===== config.mk =====
export PLATFORM = sky130hd
export DESIGN_NAME = dqpsk_pulse_shaping_modulator_flat
export DESIGN_NICKNAME = d
export VERILOG_FILES = /design/src/rtl/core/dqpsk_pkg.sv /design/src/rtl/core/dqpsk_if.sv /design/src/rtl/core/dqpsk_ctrl.sv /design/src/rtl/core/dqpsk_dpath.sv /design/src/rtl/core/dqpsk_pulse_shaping_modulator.sv /design/src/flat_wrapper.sv
export SDC_FILE = /design/constraint.sdc
export NUM_CORES = 2
export LEC_CHECK = 0
export ABC_AREA = 0
export BUFFER_PORTS_ARGS = -buffer_cell sky130_fd_sc_hd__buf_2
export CAP_MARGIN = 5
export CORE_AREA = 5 5 570 572
export CTS_CLUSTER_DIAMETER = 30
export DETAILED_ROUTE_END_ITERATION = 16
export DIE_AREA = 0 0 575 577
export SKIP_CTS_REPAIR_TIMING = 1
export SLEW_MARGIN = 5
export SYNTH_ARGS = -nofsm -noshare
export SYNTH_HDL_FRONTEND = slang
export SYNTH_SLANG_ARGS = --single-unit

===== constraint.sdc =====
create_clock -name clk -period 9 [get_ports clk]
set_input_delay 0.9 -clock clk [delete_from_list [all_inputs] [get_ports clk]]
set_output_delay 0.9 -clock clk [all_outputs]
set_load 0.02 [all_outputs]

===== src/rtl/core/dqpsk_pkg.sv =====
// shared types, constants and table functions for the dqpsk pulse shaping modulator
// no dependencies; used by the interfaces and every module of the block

package dqpsk_pkg;

    // default sizing of the pulse span and interpolation
    localparam int DEF_MAX_INTERP   = 8;
    localparam int DEF_SPAN_SYMBOLS = 10;

    // fixed field widths
    localparam int COEF_IDX_W = 7;
    localparam int SAMPLE_W   = 16;
    localparam int INTERP_W   = 4;
    localparam int DIBIT_W    = 2;
    localparam int PHASE_W    = 2;

    // command codes of an input beat
    typedef enum logic {
        CMD_LOAD   = 1'b0,
        CMD_SYMBOL = 1'b1
    } cmd_code_t;

    // controller states
    typedef enum logic [2:0] {
        ST_CLEAR,
        ST_IDLE,
        ST_ACCUM,
        ST_DRAIN,
        ST_EMIT
    } state_t;

    // controller to datapath commands
    typedef struct packed {
        logic clear_en;
        logic coef_load;
        logic sym_start;
        logic acc_en;
        logic emit_en;
    } dp_cmd_t;

    // datapath to controller status
    typedef struct packed {
        logic clear_done;
        logic acc_done;
        logic emit_done;
    } dp_sts_t;

    // differential phase step for a dibit (gray coded)
    localparam logic [PHASE_W-1:0] PHASE_STEP [4] = '{2'd0, 2'd3, 2'd1, 2'd2};

    // in-phase sign: negative for phases 0 and 1
    function automatic logic neg_i(input logic [PHASE_W-1:0] phase);
        return ~phase[1];
    endfunction

    // quadrature sign: negative for phases 0 and 3
    function automatic logic neg_q(input logic [PHASE_W-1:0] phase);
        return (phase == 2'd0) || (phase == 2'd3);
    endfunction

endpackage


===== src/rtl/core/dqpsk_if.sv =====
// valid/ready channel interfaces: symbol/load beats, output samples, config writes
// depends on dqpsk_pkg for field widths

interface dqpsk_cmd_if;
    logic                                   valid;
    logic                                   ready;
    logic                                   command;
    logic [dqpsk_pkg::COEF_IDX_W-1:0]       coef_index;
    logic signed [dqpsk_pkg::SAMPLE_W-1:0]  coef_value;
    logic [dqpsk_pkg::DIBIT_W-1:0]          dibit;
    logic                                   block_last;

    modport source (output valid, command, coef_index, coef_value, dibit, block_last,
                    input ready);
    modport sink (input valid, command, coef_index, coef_value, dibit, block_last,
                  output ready);
endinterface

interface dqpsk_smp_if;
    logic                                   valid;
    logic                                   ready;
    logic signed [dqpsk_pkg::SAMPLE_W-1:0]  sample_i;
    logic signed [dqpsk_pkg::SAMPLE_W-1:0]  sample_q;
    logic                                   last_of_symbol;
    logic                                   block_end;

    modport source (output valid, sample_i, sample_q, last_of_symbol, block_end,
                    input ready);
    modport sink (input valid, sample_i, sample_q, last_of_symbol, block_end,
                  output ready);
endinterface

interface dqpsk_cfg_if;
    logic                               valid;
    logic                               ready;
    logic [dqpsk_pkg::INTERP_W-1:0]     interpolation;

    modport source (output valid, interpolation, input ready);
    modport sink (input valid, interpolation, output ready);
endinterface


===== src/rtl/core/dqpsk_ctrl.sv =====
// controller state machine: clearing pass, coefficient load, accumulate and emit phases
// depends on dqpsk_pkg for state, command and status types

module dqpsk_ctrl (
    input  logic                clk,
    input  logic                rst_n,
    input  logic                in_valid,
    input  logic                in_command,
    input  logic                cfg_fire,
    output logic                in_ready,
    output dqpsk_pkg::dp_cmd_t  dp_cmd,
    input  dqpsk_pkg::dp_sts_t  dp_sts
);

    dqpsk_pkg::state_t state_reg;
    dqpsk_pkg::state_t state_next;

    // state register, a clearing pass follows reset
    always_ff @(posedge clk or negedge rst_n)
    begin
        if (!rst_n)
        begin
            state_reg <= dqpsk_pkg::ST_CLEAR;
        end
        else
        begin
            state_reg <= state_next;
        end
    end

    // next state and commands
    always_comb
    begin
        state_next = state_reg;
        in_ready   = 1'b0;
        dp_cmd     = '0;
        case (state_reg)
            dqpsk_pkg::ST_CLEAR:
            begin
                dp_cmd.clear_en = 1'b1;
                if (dp_sts.clear_done)
                begin
                    state_next = dqpsk_pkg::ST_IDLE;
                end
            end
            dqpsk_pkg::ST_IDLE:
            begin
                // an interpolation write in the same cycle holds off the input beat
                in_ready = !cfg_fire;
                if (in_valid && !cfg_fire)
                begin
                    if (in_command == dqpsk_pkg::CMD_SYMBOL)
                    begin
                        dp_cmd.sym_start = 1'b1;
                        state_next       = dqpsk_pkg::ST_ACCUM;
                    end
                    else
                    begin
                        dp_cmd.coef_load = 1'b1;
                    end
                end
            end
            dqpsk_pkg::ST_ACCUM:
            begin
                dp_cmd.acc_en = 1'b1;
                if (dp_sts.acc_done)
                begin
                    state_next = dqpsk_pkg::ST_DRAIN;
                end
            end
            dqpsk_pkg::ST_DRAIN:
            begin
                // last window write-back lands here
                state_next = dqpsk_pkg::ST_EMIT;
            end
            dqpsk_pkg::ST_EMIT:
            begin
                dp_cmd.emit_en = 1'b1;
                if (dp_sts.emit_done)
                begin
                    state_next = dqpsk_pkg::ST_IDLE;
                end
            end
            default:
            begin
                state_next = dqpsk_pkg::ST_CLEAR;
            end
        endcase
        // an interpolation write restarts the clearing pass
        if (cfg_fire)
        begin
            state_next = dqpsk_pkg::ST_CLEAR;
        end
    end

endmodule


===== src/rtl/core/dqpsk_dpath.sv =====
// datapath: coefficient store, i/q overlap-add windows, phase, counters, output register
// depends on dqpsk_pkg; driven by dqpsk_ctrl through command and status structs

module dqpsk_dpath #(
    parameter int MAX_INTERP   = dqpsk_pkg::DEF_MAX_INTERP,
    parameter int SPAN_SYMBOLS = dqpsk_pkg::DEF_SPAN_SYMBOLS
) (
    input  logic                                    clk,
    input  logic                                    rst_n,
    input  dqpsk_pkg::dp_cmd_t                      dp_cmd,
    output dqpsk_pkg::dp_sts_t                      dp_sts,
    input  logic                                    cfg_fire,
    input  logic [dqpsk_pkg::INTERP_W-1:0]          cfg_interp,
    input  logic [dqpsk_pkg::COEF_IDX_W-1:0]        coef_index,
    input  logic signed [dqpsk_pkg::SAMPLE_W-1:0]   coef_value,
    input  logic [dqpsk_pkg::DIBIT_W-1:0]           dibit,
    input  logic                                    block_last,
    output logic                                    out_valid,
    input  logic                                    out_ready,
    output logic signed [dqpsk_pkg::SAMPLE_W-1:0]   sample_i,
    output logic signed [dqpsk_pkg::SAMPLE_W-1:0]   sample_q,
    output logic                                    last_of_symbol,
    output logic                                    block_end
);

    localparam int TAP_DEPTH = SPAN_SYMBOLS * MAX_INTERP + 1;
    localparam int AW        = $clog2(TAP_DEPTH);
    localparam int IW        = $clog2(MAX_INTERP + 1);
    localparam int SW        = dqpsk_pkg::SAMPLE_W;
    localparam int PW        = dqpsk_pkg::PHASE_W;

    // memories
    logic [SW-1:0] coef_mem  [TAP_DEPTH];
    logic [SW-1:0] win_i_mem [TAP_DEPTH];
    logic [SW-1:0] win_q_mem [TAP_DEPTH];

    // control registers
    logic [IW-1:0] interp_reg;
    logic [AW-1:0] last_slot_reg;
    logic [AW-1:0] pos_reg;
    logic [AW-1:0] pos_next;
    logic [PW-1:0] phase_reg;
    logic          blk_last_reg;
    logic [AW-1:0] tap_reg;
    logic [AW-1:0] slot_reg;
    logic [AW-1:0] clr_reg;
    logic          wb_valid_reg;
    logic [AW-1:0] wb_addr_reg;
    logic [IW-1:0] issue_cnt_reg;
    logic          rd_pending_reg;
    logic          rd_last_reg;
    logic          out_valid_reg;

    // read data and output payload
    logic [SW-1:0] coef_rd_reg;
    logic [SW-1:0] win_i_rd_reg;
    logic [SW-1:0] win_q_rd_reg;
    logic [SW-1:0] out_i_reg;
    logic [SW-1:0] out_q_reg;
    logic          out_last_reg;
    logic          out_blk_reg;

    // combinational helpers
    logic [7:0]    cfg_ext;
    logic [7:0]    act_interp;
    logic [AW-1:0] pos_start;
    logic [AW-1:0] slot_inc;
    logic [AW-1:0] pos_inc;
    logic          coef_in_range;
    logic          move;
    logic          emit_issue;
    logic          win_re;
    logic [AW-1:0] win_ra;
    logic          win_we;
    logic [AW-1:0] win_wa;
    logic [SW-1:0] win_wd_i;
    logic [SW-1:0] win_wd_q;
    logic [SW-1:0] coef_i;
    logic [SW-1:0] coef_q;

    // interpolation saturated to 1..MAX_INTERP
    always_comb
    begin
        cfg_ext = 8'(cfg_interp);
        if (cfg_ext == 8'd0)
        begin
            act_interp = 8'd1;
        end
        else if (cfg_ext > 8'(MAX_INTERP))
        begin
            act_interp = 8'(MAX_INTERP);
        end
        else
        begin
            act_interp = cfg_ext;
        end
    end

    // window position and slot stepping with wrap at the window length
    assign pos_start     = (pos_reg > last_slot_reg) ? '0 : pos_reg;
    assign slot_inc      = (slot_reg == last_slot_reg) ? '0 : AW'(slot_reg + AW'(1));
    assign pos_inc       = (pos_reg == last_slot_reg) ? '0 : AW'(pos_reg + AW'(1));
    assign coef_in_range = 32'(coef_index) < 32'(TAP_DEPTH);

    // output handshake: move read data into the output register, issue next read
    assign move       = rd_pending_reg && (!out_valid_reg || out_ready);
    assign emit_issue = dp_cmd.emit_en && (issue_cnt_reg != interp_reg)
                        && (!rd_pending_reg || move);

    // status to controller
    assign dp_sts.clear_done = dp_cmd.clear_en && (clr_reg == AW'(TAP_DEPTH - 1));
    assign dp_sts.acc_done   = dp_cmd.acc_en && (tap_reg == last_slot_reg);
    assign dp_sts.emit_done  = dp_cmd.emit_en && (issue_cnt_reg == interp_reg)
                               && !rd_pending_reg;

    // signed pulse per carrier phase, negation wraps in 16 bits
    assign coef_i = dqpsk_pkg::neg_i(phase_reg) ? SW'(-coef_rd_reg) : coef_rd_reg;
    assign coef_q = dqpsk_pkg::neg_q(phase_reg) ? SW'(-coef_rd_reg) : coef_rd_reg;

    // window port selection
    always_comb
    begin
        win_re   = dp_cmd.acc_en || emit_issue;
        win_ra   = dp_cmd.acc_en ? slot_reg : pos_reg;
        win_we   = 1'b0;
        win_wa   = pos_reg;
        win_wd_i = '0;
        win_wd_q = '0;
        if (dp_cmd.clear_en)
        begin
            win_we = 1'b1;
            win_wa = clr_reg;
        end
        else if (wb_valid_reg)
        begin
            win_we   = 1'b1;
            win_wa   = wb_addr_reg;
            win_wd_i = SW'(win_i_rd_reg + coef_i);
            win_wd_q = SW'(win_q_rd_reg + coef_q);
        end
        else if (emit_issue)
        begin
            win_we = 1'b1;
        end
    end

    // next window position
    always_comb
    begin
        pos_next = pos_reg;
        if (cfg_fire)
        begin
            pos_next = '0;
        end
        else if (dp_cmd.sym_start)
        begin
            pos_next = pos_start;
        end
        else if (emit_issue)
        begin
            pos_next = pos_inc;
        end
    end

    // coefficient store
    always_ff @(posedge clk)
    begin
        if (dp_cmd.coef_load && coef_in_range)
        begin
            coef_mem[AW'(coef_index)] <= coef_value;
        end
        if (dp_cmd.acc_en)
        begin
            coef_rd_reg <= coef_mem[tap_reg];
        end
    end

    // i/q windows, read-first
    always_ff @(posedge clk)
    begin
        if (win_we)
        begin
            win_i_mem[win_wa] <= win_wd_i;
            win_q_mem[win_wa] <= win_wd_q;
        end
        if (win_re)
        begin
            win_i_rd_reg <= win_i_mem[win_ra];
            win_q_rd_reg <= win_q_mem[win_ra];
        end
    end

    // configuration, phase and sequencing counters
    always_ff @(posedge clk or negedge rst_n)
    begin
        if (!rst_n)
        begin
            interp_reg     <= IW'(1);
            last_slot_reg  <= AW'(SPAN_SYMBOLS);
            pos_reg        <= '0;
            phase_reg      <= '0;
            blk_last_reg   <= 1'b0;
            tap_reg        <= '0;
            slot_reg       <= '0;
            clr_reg        <= '0;
            wb_valid_reg   <= 1'b0;
            wb_addr_reg    <= '0;
            issue_cnt_reg  <= '0;
            rd_pending_reg <= 1'b0;
            rd_last_reg    <= 1'b0;
            out_valid_reg  <= 1'b0;
        end
        else
        begin
            pos_reg      <= pos_next;
            wb_valid_reg <= dp_cmd.acc_en;

            // interpolation write
            if (cfg_fire)
            begin
                interp_reg    <= IW'(act_interp);
                last_slot_reg <= AW'(SPAN_SYMBOLS * int'(act_interp));
            end

            // clearing pass address
            if (cfg_fire)
            begin
                clr_reg <= '0;
            end
            else if (dp_cmd.clear_en)
            begin
                clr_reg <= AW'(clr_reg + AW'(1));
            end

            // symbol start: advance phase, set up the tap sweep
            if (dp_cmd.sym_start)
            begin
                phase_reg     <= PW'(phase_reg + dqpsk_pkg::PHASE_STEP[dibit]);
                blk_last_reg  <= block_last;
                tap_reg       <= '0;
                slot_reg      <= pos_start;
                issue_cnt_reg <= '0;
            end

            // tap sweep
            if (dp_cmd.acc_en)
            begin
                tap_reg     <= AW'(tap_reg + AW'(1));
                slot_reg    <= slot_inc;
                wb_addr_reg <= slot_reg;
            end

            // sample reads
            if (emit_issue)
            begin
                issue_cnt_reg <= IW'(issue_cnt_reg + IW'(1));
                rd_last_reg   <= (issue_cnt_reg == IW'(interp_reg - IW'(1)));
            end

            if (emit_issue)
            begin
                rd_pending_reg <= 1'b1;
            end
            else if (move)
            begin
                rd_pending_reg <= 1'b0;
            end

            if (move)
            begin
                out_valid_reg <= 1'b1;
            end
            else if (out_ready)
            begin
                out_valid_reg <= 1'b0;
            end
        end
    end

    // output payload
    always_ff @(posedge clk)
    begin
        if (move)
        begin
            out_i_reg    <= win_i_rd_reg;
            out_q_reg    <= win_q_rd_reg;
            out_last_reg <= rd_last_reg;
            out_blk_reg  <= rd_last_reg && blk_last_reg;
        end
    end

    assign out_valid      = out_valid_reg;
    assign sample_i       = out_i_reg;
    assign sample_q       = out_q_reg;
    assign last_of_symbol = out_last_reg;
    assign block_end      = out_blk_reg;

endmodule


===== src/rtl/core/dqpsk_pulse_shaping_modulator.sv =====
// differential qpsk modulator with overlap-add pulse shaping, ntaps = SPAN_SYMBOLS*interp+1
// a symbol beat runs a window read-modify-write for each of the ntaps taps, passes the drain
// state, then gives one sample per cycle while smp.ready does not hold it off; the next
// symbol or load beat is taken only once the last sample of the symbol is in the output register
// after reset and after each interpolation write a clearing pass zeroes all
// SPAN_SYMBOLS*MAX_INTERP+1 window slots; symbol/load beats are held off until it ends
// depends on dqpsk_pkg, dqpsk_if, dqpsk_ctrl and dqpsk_dpath

module dqpsk_pulse_shaping_modulator #(
    parameter int MAX_INTERP   = dqpsk_pkg::DEF_MAX_INTERP,
    parameter int SPAN_SYMBOLS = dqpsk_pkg::DEF_SPAN_SYMBOLS
) (
    input  logic        clk,
    input  logic        rst_n,
    dqpsk_cmd_if.sink   cmd,
    dqpsk_smp_if.source smp,
    dqpsk_cfg_if.sink   cfg
);

    dqpsk_pkg::dp_cmd_t dp_cmd;
    dqpsk_pkg::dp_sts_t dp_sts;
    logic               cfg_fire;

    // configuration writes are always taken
    assign cfg.ready = 1'b1;
    assign cfg_fire  = cfg.valid && cfg.ready;

    // controller
    dqpsk_ctrl u_ctrl (
        .clk        (clk),
        .rst_n      (rst_n),
        .in_valid   (cmd.valid),
        .in_command (cmd.command),
        .cfg_fire   (cfg_fire),
        .in_ready   (cmd.ready),
        .dp_cmd     (dp_cmd),
        .dp_sts     (dp_sts)
    );

    // datapath
    dqpsk_dpath #(
        .MAX_INTERP   (MAX_INTERP),
        .SPAN_SYMBOLS (SPAN_SYMBOLS)
    ) u_dpath (
        .clk            (clk),
        .rst_n          (rst_n),
        .dp_cmd         (dp_cmd),
        .dp_sts         (dp_sts),
        .cfg_fire       (cfg_fire),
        .cfg_interp     (cfg.interpolation),
        .coef_index     (cmd.coef_index),
        .coef_value     (cmd.coef_value),
        .dibit          (cmd.dibit),
        .block_last     (cmd.block_last),
        .out_valid      (smp.valid),
        .out_ready      (smp.ready),
        .sample_i       (smp.sample_i),
        .sample_q       (smp.sample_q),
        .last_of_symbol (smp.last_of_symbol),
        .block_end      (smp.block_end)
    );

endmodule

===== src/flat_wrapper.sv =====
// flat-port wrapper written by rule: the top's interface ports become plain ports
module dqpsk_pulse_shaping_modulator_flat 
#(
    parameter int MAX_INTERP   = dqpsk_pkg::DEF_MAX_INTERP,
    parameter int SPAN_SYMBOLS = dqpsk_pkg::DEF_SPAN_SYMBOLS
)
  (clk, rst_n, cmd_valid, cmd_command, cmd_coef_index, cmd_coef_value, cmd_dibit, cmd_block_last, cmd_ready, smp_valid, smp_sample_i, smp_sample_q, smp_last_of_symbol, smp_block_end, smp_ready, cfg_valid, cfg_interpolation, cfg_ready);
  dqpsk_cmd_if cmd_i ();
  dqpsk_smp_if smp_i ();
  dqpsk_cfg_if cfg_i ();
  input  logic clk;
  input  logic rst_n;
  input wire logic [$bits(cmd_i.valid)-1:0] cmd_valid;
  input wire logic [$bits(cmd_i.command)-1:0] cmd_command;
  input wire logic [$bits(cmd_i.coef_index)-1:0] cmd_coef_index;
  input wire logic [$bits(cmd_i.coef_value)-1:0] cmd_coef_value;
  input wire logic [$bits(cmd_i.dibit)-1:0] cmd_dibit;
  input wire logic [$bits(cmd_i.block_last)-1:0] cmd_block_last;
  output wire logic [$bits(cmd_i.ready)-1:0] cmd_ready;
  output wire logic [$bits(smp_i.valid)-1:0] smp_valid;
  output wire logic [$bits(smp_i.sample_i)-1:0] smp_sample_i;
  output wire logic [$bits(smp_i.sample_q)-1:0] smp_sample_q;
  output wire logic [$bits(smp_i.last_of_symbol)-1:0] smp_last_of_symbol;
  output wire logic [$bits(smp_i.block_end)-1:0] smp_block_end;
  input wire logic [$bits(smp_i.ready)-1:0] smp_ready;
  input wire logic [$bits(cfg_i.valid)-1:0] cfg_valid;
  input wire logic [$bits(cfg_i.interpolation)-1:0] cfg_interpolation;
  output wire logic [$bits(cfg_i.ready)-1:0] cfg_ready;
  assign cmd_i.valid = cmd_valid;
  assign cmd_i.command = cmd_command;
  assign cmd_i.coef_index = cmd_coef_index;
  assign cmd_i.coef_value = cmd_coef_value;
  assign cmd_i.dibit = cmd_dibit;
  assign cmd_i.block_last = cmd_block_last;
  assign cmd_ready = cmd_i.ready;
  assign smp_valid = smp_i.valid;
  assign smp_sample_i = smp_i.sample_i;
  assign smp_sample_q = smp_i.sample_q;
  assign smp_last_of_symbol = smp_i.last_of_symbol;
  assign smp_block_end = smp_i.block_end;
  assign smp_i.ready = smp_ready;
  assign cfg_i.valid = cfg_valid;
  assign cfg_i.interpolation = cfg_interpolation;
  assign cfg_ready = cfg_i.ready;
  dqpsk_pulse_shaping_modulator #(.MAX_INTERP(MAX_INTERP), .SPAN_SYMBOLS(SPAN_SYMBOLS)) u_core (.clk(clk), .rst_n(rst_n), .cmd(cmd_i), .smp(smp_i), .cfg(cfg_i));
endmodule

==> results.py <==
metrics = {
    "route": {
        "ant_nets": 0,
        "routed_via_density": 6.26,
        "vias": 95307,
        "drc_errors": 0,
        "first_pass_iters": 8,
        "post_drt_wl_per_cell_um": 31.9,
        "drt_iter0_drc": 13843,
        "wirelength_um": 486000,
    },
    "global_route": {
        "grt_pass1_wl_um": 684000,
        "track_usage_pct": 28.7,
        "grt_max_degree": 174,
        "grt-ovfl-total": 0,
        "grt_pass1_vias": 92804,
        "antenna_found_initial": 46,
    },
    "clock_network": {
        "cts.clk_slew.worst_paths_ps": 50,
        "cts_inserted_buffers": 716,
        "clockBufferDepth": 4,
        "cts_tree": "done",
        "clk_latency_ps": 1050,
        "cts_sinks": 4027,
        "htreeDepth": 6,
        "root_buffer": "clkbuf_16",
    },
    "worst_setup_path": {
        "cp_max_fo": 173,
        "end_kind": "register",
        "start_kind": "register",
        "path_class": "register to register",
        "critPathArrivalTime_ps": 6980,
        "critPathRequiredTime_ps": 9910,
        "reg2regPathDepth": 10,
    },
    "timing": {
        "finalSetupViolations": 0,
        "finalHoldViolations": 5,
        "slew_viol_final": 3,
        "relSlewSlack_pct": -6.02,
        "final.setup.tns_ps": 0,
        "tightest_slew_ps": 1580,
        "rsz0062_at_grt": "no",
        "max_freq_mhz": 165,
        "post-route-period-util_pct": 67.4,
        "fin_skew_ps": 70.6,
        "setup_ws_ps": 2930,
        "whs_ps": -8.93,
        "period_needed_ps": 6070,
    },
    "floorplan": {
        "fp-row-count": 208,
        "die_x_um": 575,
        "fp.coreArea_sq_um": 320000,
        "initial_utilization_pct": 49.6,
        "die-area_sq_um": 332000,
        "ios": 73,
        "die_h_um": 577,
    },
    "logic_synthesis": {
        "ys.flop_type": "edfxtp_1",
        "avgSynthCellArea_sq_um": 16.1,
        "syn_inst": 9853,
        "synth_cell_types": 79,
        "syn_nets": 9946,
        "yosys_register_bits": 4027,
        "ys_async_sr_fraction_pct": 1.42,
        "synth_area_sq_um": 159000,
        "synth_edf_count": 3970,
        "yosysSeqAreaShare_pct": 76.0,
        "yosys_warnings": 0,
    },
    "layout": {
        "area_growth_pct": 19.8,
        "layout_common_cells": "3,970 x edfxtp_1, 1,720 x nand2_1, 770 x a21oi_1, 728 x clkbuf_16, 520 x nand3_1",
        "drive_above_1_share_pct": 19.8,
        "largestRegisters": "u_core.u_dpath.coef_mem (1296), u_core.u_dpath.win_i_mem (1296), u_core.u_dpath.win_q_mem (1296)",
        "nNetsFinal": 10485,
        "fin_util_pct": 59.5,
        "n_fill_cell": 23556,
        "final_common_cell": "edfxtp_1",
    },
    "job": {
        "drv_cap": 1,
    },
    "placed_design": {
        "place_congestion": 0.889,
        "dpl.hpwl_um": 276000,
        "dpl_worst_slack_ps": 3340,
        "portBuffers": 71,
    },
    "worst_hold_path": {
        "hold_path.class": "primary input to asynchronous set/reset pin",
    },
    "outcome": {
        "violations": "hold timing, capacitance limit, slew limit",
        "status": "finished, violations left",
    },
    "pwr": {
        "p_per_area_nw_per_um2": 268,
        "leakage_nw": 67.8,
        "ir_drop_uv": 231,
    },
}
-- metrics by stage --
step	area (sq um)	cells	total power, mW
floorplan	159000	9853	22.9
global placement	165000	13873	24.1
detailed placement	165000	13874	24.2
CTS	190000	15187	51.1
global route	190000	15201	52.2
finish	190000	15219	50.9
-- cells in the mapped netlist (15+ instances only) --
| cell | instances | area, sq um |
|---|---|---|
| edfxtp_1 | 3970 | 119000 |
| nand2_1 | 1722 | 6460 |
| a21oi_1 | 772 | 3860 |
| nand3_1 | 520 | 2600 |
| mux4_2 | 400 | 9010 |
| mux2i_1 | 301 | 3010 |
| nor2_1 | 288 | 1080 |
| a22oi_1 | 243 | 1820 |
| clkbuf_1 | 238 | 893 |
| buf_2 | 231 | 1160 |
| a31oi_1 | 87 | 544 |
| a211oi_1 | 86 | 646 |
| nand4_1 | 78 | 488 |
| buf_1 | 74 | 278 |
| nor3_1 | 63 | 315 |
| dfrtp_1 | 55 | 1380 |
| ha_1 | 55 | 688 |
| o21ai_0 | 54 | 270 |
| xor2_1 | 53 | 464 |
| o221ai_1 | 43 | 377 |
| buf_4 | 41 | 308 |
| inv_1 | 35 | 131 |
| mux2_2 | 34 | 383 |
| nor4_1 | 34 | 213 |
| a21o_1 | 32 | 240 |
| a32oi_1 | 32 | 280 |
| xnor2_1 | 25 | 219 |
| and3_1 | 24 | 150 |
| nor2b_1 | 24 | 150 |
| or3_1 | 19 | 119 |
| o2111ai_1 | 18 | 158 |
| o21bai_1 | 17 | 128 |
| and2_1 | 15 | 93.8 |
-- final cells by class --
class,instances,area [sq um],share of cell area (%)
multi-input combinational,5197,36300,19.1
timing repair buffer,414,3180,1.67
clock inverter,512,6000,3.15
sequential,4027,121000,63.5
clock buffer,801,18500,9.75
inverter,36,135,0.0711
tap,4200,5260,2.76
antenna,32,80.1,0.0421
-- kinds of logic (layout without fill, tap and decap cells) --
| kind of cell | count (synthesis) | in the layout | share of synthesized area, % |
|---|---|---|---|
| adder cells (fa/ha/maj) | 57 | 57 | 0.459 |
| XOR/XNOR | 78 | 78 | 0.431 |
| AO/OA/AOI/OAI | 1464 | 1464 | 5.68 |
| buffers and inverters | 629 | 1763 | 1.81 |
| multiplexers | 738 | 738 | 7.85 |
| AND/OR/NAND/NOR | 2859 | 2859 | 7.72 |
| flip-flops | 4027 | 4027 | 76.0 |
| other | 1 | 33 | 0.00236 |
-- routing by layer --
| layer | vias to the layer above | part of all wire, % | track usage, % |
|---|---|---|---|
| met2 | 5845 | 46 | 44.6 |
| met1 | 48851 | 38 | 38.8 |
| met4 | 16 | 5.5 | 14.5 |
| met5 | - | 0.023 | 0 |
| met3 | 1009 | 10 | 6.04 |
| li1 | 39586 | - | - |
-- worst max-delay path, stage by stage, from the launching register on --
cell and delay [ps]:
dfrtp_1 640, or3b_4 230, buf_4 660, a21o_4 750
buf_12 500, buf_4 460, a21oi_1 120, a22oi_1 220
a21oi_1 270, nor4_1 1260, and4_1 350
-- final timing paths --
kind / from / endpoint / slack, ps
max: u_core.u_ctrl.state_reg[0]$_DFFE_PN0P_ / u_core.u_dpath.win_i_rd_reg[14]$_DFFE_PP_ / 2930
min: rst_n / u_core.u_dpath.rd_last_reg$_DFFE_PN0P_ / -9
max reg2reg: u_core.u_ctrl.state_reg[0]$_DFFE_PN0P_ / u_core.u_dpath.win_i_rd_reg[14]$_DFFE_PP_ / 2930
min reg2reg: u_core.u_dpath.wb_addr_reg[1]$_DFFE_PN0P_ / u_core.u_dpath.wb_addr_reg[1]$_DFFE_PN0P_ / 470
max in group asynchronous: rst_n / u_core.u_dpath.tap_reg[1]$_DFFE_PN0P_ / 8370
min in group clk: cmd_block_last / u_core.u_dpath.blk_last_reg$_DFFE_PN0P_ / 70
-- power breakdown --
group          leakage, nW  switching (mW)  internal, mW
logic                 15.6            1.73          1.37
registers             40.4           0.156          20.5
clock network         11.8            9.34          17.7
(Power assumes the default switching activity.)
